### src/sv/utrb_pkg.sv
// types, constants and command codes shared by the uart ring buffer unit
// no dependencies; imported by utrb_ring and uart_tx_rx_ring_buffers_unit
package utrb_pkg;

    localparam int BUF_DEPTH = 16;
    localparam int PTR_W     = $clog2(BUF_DEPTH);
    localparam int CNT_W     = 4;
    localparam int OCC_W     = (PTR_W + 1 > CNT_W) ? PTR_W + 1 : CNT_W;

    localparam logic [1:0] CMD_HOST_WRITE = 2'd0;
    localparam logic [1:0] CMD_HOST_READ  = 2'd1;
    localparam logic [1:0] CMD_LINE_RX    = 2'd2;
    localparam logic [1:0] CMD_TX_READY   = 2'd3;

    typedef struct packed {
        logic [1:0] command;
        logic [7:0] data_byte;
    } in_item_t;

    typedef struct packed {
        logic [7:0]       read_data;
        logic             read_valid;
        logic [7:0]       line_byte;
        logic             line_valid;
        logic             write_refused;
        logic             transmit_irq_enabled;
        logic [CNT_W-1:0] receive_waiting;
        logic [CNT_W-1:0] transmit_used;
        logic [15:0]      receive_overrun_total;
        logic [15:0]      transmit_refusal_total;
    } result_t;

    typedef struct packed {
        logic push;
        logic pop;
        logic drop;
    } ring_ctrl_t;

    typedef struct packed {
        logic             empty;
        logic             full;
        logic [CNT_W-1:0] count;
    } ring_status_t;

endpackage

### src/sv/utrb_ring.sv
// one byte ring buffer: register file, head and tail pointers, occupancy
// depends on utrb_pkg
module utrb_ring (
    input  logic                  aclk,
    input  logic                  aresetn,
    input  utrb_pkg::ring_ctrl_t  ctrl,
    input  logic [7:0]            wr_data,
    output logic [7:0]            rd_data,
    output utrb_pkg::ring_status_t status
);
    import utrb_pkg::*;

    logic [PTR_W-1:0] head_reg, head_next;
    logic [PTR_W-1:0] tail_reg, tail_next;
    logic [7:0]       mem [BUF_DEPTH];
    logic [OCC_W-1:0] occ;

    function automatic logic [PTR_W-1:0] wrap_inc(input logic [PTR_W-1:0] p);
        wrap_inc = (p == PTR_W'(BUF_DEPTH - 1)) ? '0 : p + 1'b1;
    endfunction

    assign status.empty = (head_reg == tail_reg);
    assign status.full  = (wrap_inc(tail_reg) == head_reg);
    assign rd_data      = mem[head_reg];

    assign head_next = (ctrl.pop || ctrl.drop) ? wrap_inc(head_reg) : head_reg;
    assign tail_next = ctrl.push ? wrap_inc(tail_reg) : tail_reg;

    // occupancy after this transaction
    always_comb begin
        if (tail_next >= head_next) begin
            occ = OCC_W'(tail_next) - OCC_W'(head_next);
        end else begin
            occ = OCC_W'(tail_next) + OCC_W'(BUF_DEPTH) - OCC_W'(head_next);
        end
    end
    assign status.count = occ[CNT_W-1:0];

    always_ff @(posedge aclk) begin
        if (!aresetn) begin
            head_reg <= '0;
            tail_reg <= '0;
        end else begin
            head_reg <= head_next;
            tail_reg <= tail_next;
        end
    end

    always_ff @(posedge aclk) begin
        if (ctrl.push) begin
            mem[tail_reg] <= wr_data;
        end
    end

endmodule

### src/sv/uart_tx_rx_ring_buffers_unit.sv
// top level of the uart ring buffer pair: input register, command decode, result register
// depends on utrb_pkg and utrb_ring
//
// A host write, host read, received line byte or transmitter-ready event enters
// on s_item and yields exactly one result on m_result. An item is held in the input
// register and is decoded against both rings in a single pass into the result
// register, so one item per cycle is sustained when m_ready is high. Each ring
// holds BUF_DEPTH-1 bytes. A host write to a full transmit ring is refused and
// counted; a received byte on a full receive ring overwrites the oldest byte and
// is counted as an overrun. Occupancy fields report the count modulo 16. No
// clearing pass follows reset.
module uart_tx_rx_ring_buffers_unit (
    input  logic               aclk,
    input  logic               aresetn,
    input  logic               s_valid,
    output logic               s_ready,
    input  utrb_pkg::in_item_t s_item,
    output logic               m_valid,
    input  logic               m_ready,
    output utrb_pkg::result_t  m_result
);
    import utrb_pkg::*;

    logic         in_vld_reg;
    in_item_t     in_item_reg;
    logic         out_vld_reg;
    result_t      out_result_reg;
    logic         irq_reg, irq_next;
    logic [15:0]  ovr_cnt_reg, ovr_cnt_next;
    logic [15:0]  ref_cnt_reg, ref_cnt_next;
    logic         advance;
    logic         refused;
    ring_ctrl_t   tx_ctrl, rx_ctrl;
    ring_status_t tx_status, rx_status;
    logic [7:0]   tx_rd, rx_rd;
    result_t      res;

    assign advance = in_vld_reg && (!out_vld_reg || m_ready);
    assign s_ready = !in_vld_reg || advance;
    assign m_valid = out_vld_reg;
    assign m_result = out_result_reg;

    utrb_ring u_tx_ring (
        .aclk    (aclk),
        .aresetn (aresetn),
        .ctrl    (tx_ctrl),
        .wr_data (in_item_reg.data_byte),
        .rd_data (tx_rd),
        .status  (tx_status)
    );

    utrb_ring u_rx_ring (
        .aclk    (aclk),
        .aresetn (aresetn),
        .ctrl    (rx_ctrl),
        .wr_data (in_item_reg.data_byte),
        .rd_data (rx_rd),
        .status  (rx_status)
    );

    always_comb begin
        tx_ctrl   = '0;
        rx_ctrl   = '0;
        irq_next  = irq_reg;
        refused   = 1'b0;
        res       = '0;
        if (advance) begin
            case (in_item_reg.command)
                CMD_HOST_WRITE: begin
                    if (tx_status.full) begin
                        refused = 1'b1;
                    end else begin
                        tx_ctrl.push = 1'b1;
                        irq_next     = 1'b1;
                    end
                end
                CMD_HOST_READ: begin
                    if (!rx_status.empty) begin
                        rx_ctrl.pop    = 1'b1;
                        res.read_valid = 1'b1;
                        res.read_data  = rx_rd;
                    end
                end
                CMD_LINE_RX: begin
                    rx_ctrl.push = 1'b1;
                    rx_ctrl.drop = rx_status.full;
                end
                default: begin
                    if (!tx_status.empty) begin
                        tx_ctrl.pop    = 1'b1;
                        res.line_valid = 1'b1;
                        res.line_byte  = tx_rd;
                    end else begin
                        irq_next = 1'b0;
                    end
                end
            endcase
        end
        ovr_cnt_next = ovr_cnt_reg + 16'(rx_ctrl.drop);
        ref_cnt_next = ref_cnt_reg + 16'(refused);
        res.write_refused          = refused;
        res.transmit_irq_enabled   = irq_next;
        res.receive_waiting        = rx_status.count;
        res.transmit_used          = tx_status.count;
        res.receive_overrun_total  = ovr_cnt_next;
        res.transmit_refusal_total = ref_cnt_next;
    end

    always_ff @(posedge aclk) begin
        if (!aresetn) begin
            in_vld_reg  <= 1'b0;
            out_vld_reg <= 1'b0;
            irq_reg     <= 1'b0;
            ovr_cnt_reg <= '0;
            ref_cnt_reg <= '0;
        end else begin
            if (s_valid && s_ready) begin
                in_vld_reg <= 1'b1;
            end else if (advance) begin
                in_vld_reg <= 1'b0;
            end
            if (advance) begin
                out_vld_reg <= 1'b1;
            end else if (m_ready) begin
                out_vld_reg <= 1'b0;
            end
            irq_reg     <= irq_next;
            ovr_cnt_reg <= ovr_cnt_next;
            ref_cnt_reg <= ref_cnt_next;
        end
    end

    always_ff @(posedge aclk) begin
        if (s_valid && s_ready) begin
            in_item_reg <= s_item;
        end
        if (advance) begin
            out_result_reg <= res;
        end
    end

    // at most one byte leaves the rings per transaction
    assert property (@(posedge aclk) disable iff (!aresetn)
        m_valid |-> !(m_result.read_valid && m_result.line_valid))
        else $error("read and line byte in one result");

    // refused write moves no data
    assert property (@(posedge aclk) disable iff (!aresetn)
        m_valid && m_result.write_refused |-> !m_result.read_valid && !m_result.line_valid)
        else $error("refused write carries data");

    // interrupt enable only drops once the transmit ring has drained
    assert property (@(posedge aclk) disable iff (!aresetn)
        m_valid && !m_result.transmit_irq_enabled |-> m_result.transmit_used == '0)
        else $error("transmit enable clear with bytes queued");

    // refusal counter steps by one on each refused write
    assert property (@(posedge aclk) disable iff (!aresetn)
        advance && refused |=> ref_cnt_reg == $past(ref_cnt_reg) + 16'd1)
        else $error("refusal count not advanced");

    // results are produced only from a held item
    assert property (@(posedge aclk) disable iff (!aresetn)
        advance |-> in_vld_reg && s_ready)
        else $error("result without input item");

endmodule
### config.mk
export PLATFORM = sky130hd
export DESIGN_NAME = uart_tx_rx_ring_buffers_unit
export DESIGN_NICKNAME = d
export VERILOG_FILES = /design/src/sv/utrb_pkg.sv /design/src/sv/utrb_ring.sv /design/src/sv/uart_tx_rx_ring_buffers_unit.sv
export SDC_FILE = /design/constraint.sdc
export NUM_CORES = 1
export LEC_CHECK = 0
export ABC_AREA = 1
export ABC_CLOCK_PERIOD_IN_PS = 14090
export BUFFER_PORTS_ARGS = -buffer_cell sky130_fd_sc_hd__buf_2
export CAP_MARGIN = 15
export CORE_MARGIN = 4
export CORE_UTILIZATION = 60
export DETAILED_ROUTE_END_ITERATION = 8
export GPL_TIMING_DRIVEN = 0
export PLACE_DENSITY = 0.76
export SYNTH_ARGS = -nofsm -noshare
export SYNTH_HDL_FRONTEND = slang
export SYNTH_HIERARCHICAL = 1
export SYNTH_SLANG_ARGS = --single-unit
### constraint.sdc
create_clock -name aclk -period 14.09 [get_ports aclk]
set_input_delay 2.818 -clock aclk [delete_from_list [all_inputs] [get_ports aclk]]
set_output_delay 2.818 -clock aclk [all_outputs]
set_load 0.02 [all_outputs]
==> metrics list <==
- Across every metal layer, demand over resource in global routing totals 24.9%.
* Post-cts hold buffer count: 0
* Die ar.: 0.0293 mm^2
- TritonCTS built the clock tree.
- In this run the tool buffered the top-level ports with 75 buffer cells.
- Clock-pin slew of the registers on the worst-case setup and hold paths: 60 ps
- Post-Synthesis Cell Area: 0.0160 mm^2
* Power density cells: 130 mW/mm^2
- Synthesis produced a netlist whose cell count is 1,431.
- In this run, the number of DRC markers left after iteration 0 of detailed routing was 1,269.
* Worst path slowest cell: buf_2
- Total inserted antenna cells: 0
* Number of synthesized flops with an enable pin: 326
- The first TritonRoute pass finished after 6 iterations.
- Leading cell types in the layout, fill and taps excluded: 326 x edfxtp_1, 271 x nor2_1, 176 x nand2_1
* Status: finished, final reports clean
- Setup repair after global routing left no endpoint under its margin.
- The routed layout has 11,100 vias.
* Final ANT Viol Nets: 0
* Clock skew after layout: 25.1 ps
* Peak supply drop: 0.0915 mV
- In this run the mean area of a mapped cell was 11.2 um^2.
- Broken down by cell family, the worst path's largest delay share belongs to buffers and inverters.
* GRT overflow: 0
- For this run, design rule violations remaining after detail routing come to 0.
- Multi-input gate area in the final layout: 0.00440 mm^2
- Setup total negative slack on the finished layout was measured at 0 ps.
- Startpoint type of the worst setup path: input pin
- Routability-driven placement finished with a final weighted congestion of 0.960.
- Summed over all cells, the static leakage comes to 6.92 nW.
- The tool flagged a number of max-cap violations equal to 0.
- Fin crit share: 43.6%
* Primary flip-flop cell chosen by synthesis mapping: edfxtp_1
- In the final routed layout, each cell accounts on average for 19.0 um.
- Sinks on the clock net: 377
- In this run the worst path has a maximum fanout of 3.
* Max-slew violations: 0
- Clock period minus final worst setup slack: 6150 ps
- Among the stages of the critical path, the cell type that occurs most often is buf_2.
* Number of nets in the layout: 1,598
- Kind of path behind the tightest hold check: flip-flop to flip-flop
* Worst Hold Slack: 477 ps
- First-pass GRT wire length: 56.4 mm
- Horizontal extent of the die: 171 um
- Maximum clock insertion buffer count: 3
- The initial antenna violation count was 0.
- STA classifies the critical path endpoint as a primary output.
- Once the floorplan was initialized, standard cells occupied 61.2% of the core.
* Master cell of the clock root buffer: clkbuf_16
- Yosys mapped the design onto 33 distinct sky130hd cell types.
* Inserted Clock Buffers: 38
- The clock reaches the later pin of the worst-skew pair after 520 ps.
- Worst slew margin relative to its limit: 46.5%
* Final wirelength: 36.4 mm
- Number of placement rows: 59
- The final number of hold-violating endpoints was 0.
- The die is 171 um tall.
- For this run, global-route usage on met1 was measured as 35.4%.
- Of the cells placed in the final design, the portion with a size suffix greater than 1 is 13.9%.
- Maximum level of the CTS H-tree: 2
* GR Util met2: 40.4%
- Setup Crit Path Kind: input pin to primary output
- Highest attainable clock frequency: 163 MHz
- Most common cell after layout, fill and taps aside: edfxtp_1
* Largest net degree at the start of global routing: 33
* Sum of net half-perimeters after detailed placement: 24.7 mm
* Vias in the first global route: 10,400
* Endpoint arrival time on the critical path: 3330 ps
- Counting both buffers and inverters, the worst setup path holds a total of 3.
* Area of the core: 0.0261 mm^2
- At the worst endpoint, the required time is 11,270 ps.
- Sequential cell area: 0.0108 mm^2
* Overall power: 2.37 mW
* Quantity of gates resized following cts: 0
- Top Ports: 76
- Ys async rst share: 0%
* Slowest stage delay, CP: 180 ps
* Sequential cell area fraction in the yosys report: 67.6%
- Traced cell by cell, the critical path runs through buf_2, inv_1, nand3_1, buf_2.
- During synthesis, Yosys emitted a total of 6 warnings.
* Finish-stage setup viols: 0
* Actual slew at the worst max-slew pin: 799 ps
- Setup Fix Bufs, Post-CTS: 0
- After filler insertion, the fill cell instance count of the layout stands at 1,800.
- Growth of design area from synthesis to finish: 14.3%
- met2 is the most crowded layer.
- Number of storage elements in the synthesis netlist: 377
* Met3 layer usage reported by global route: 4.67%
* Mean number of vias per cell: 5.75
kinds of logic after synthesis:
logic type | after synthesis | synth area share, %
xor gates and xnor gates | 25 | 1.37
other | 1 | 0.0234
and+or+nand+nor | 586 | 15.6
DFF | 377 | 67.6
buffers and inverters | 186 | 5.02
adders and majority gates | 26 | 2.13
AOI/OAI and AO/OA | 230 | 8.31
worst paths after layout:
kind / from / slack [ps] / depth (start not counted) / end
worst min-delay path: irq_reg / 480 / 2 / irq_reg
worst min register to register: irq_reg / 480 / 2 / irq_reg
worst max register to register: u_rx_ring/head_reg[1] / 10480 / 15 / m_result[38]
worst max-delay path: m_ready / 7940 / 4 / s_ready
routing by layer:
layer  up-vias  share of wire, %
li1       5180                 -
met1      5207                41
met2       599                47
met3        65               9.7
met4         0               2.2
met5         -                 0
Yosys cell counts, types with 2 or more instances:
library cell    n  area (um^2)
o21ai_0       102          510
or2_2           4         25.0
nor4_1          4         25.0
xnor2_1         2         17.5
nand3b_1        4         30.0
nand3_1        75          375
clkbuf_1       21         78.8
nor2_4          8         90.1
nor2_2         24          150
inv_2           6         22.5
nand2_1       176          661
inv_1         120          450
o21ai_1        36          180
buf_6           8         90.1
nand4_1         9         56.3
nor3_1          5         25.0
buf_2          27          135
a21oi_1        23          115
o211ai_1       64          480
fa_1            2         40.0
dfxtp_1        51         1020
xor2_1         23          201
and2_1          2         12.5
buf_4           3         22.5
edfxtp_1      326         9790
nor2_1        271         1020
or2_0           2         12.5
ha_1           24          300
o21ai_2         4         35.0
nand2_2         2         12.5
final cells by class:
type | count | area share [%]
clock buffer | 54 | 5.76
sequential | 377 | 59.1
multi-input combinational | 870 | 24.1
timing repair buffer | 85 | 3.45
inverter | 127 | 2.61
buffer | 59 | 1.79
tap | 335 | 2.29
clock inverter | 14 | 0.903
where the power goes:
| group | switching [mW] | internal [mW] |
|---|---|---|
| logic | 0.101 | 0.0481 |
| registers | 0.0130 | 1.23 |
| clock network | 0.393 | 0.593 |
| total | 0.507 | 1.87 |
worst register-to-register path: cells and delay by family (launching register included):
family / cells / cell delay, ps
xor gates and xnor gates: 2 / 330
adders and majority gates: 2 / 590
buffers and inverters: 4 / 1020
DFF: 1 / 510
and+or+nand+nor: 7 / 900
through the flow:
| stage | util [%] | std cells | setup WS (ps) | area [um^2] |
|---|---|---|---|---|
| 3_3_place_gp | 64.3 | 1843 | 3840 | 16800 |
| 6_report | 70.0 | 1921 | 7940 | 18300 |
| 4_1_cts | 69.6 | 1917 | 7930 | 18200 |
| 3_5_place_dp | 64.9 | 1849 | 7940 | 17000 |
| 5_1_grt | 70.0 | 1921 | 7890 | 18300 |
| 2_1_floorplan | - | 1433 | 5860 | 16000 |
(Power assumes the default switching activity.)
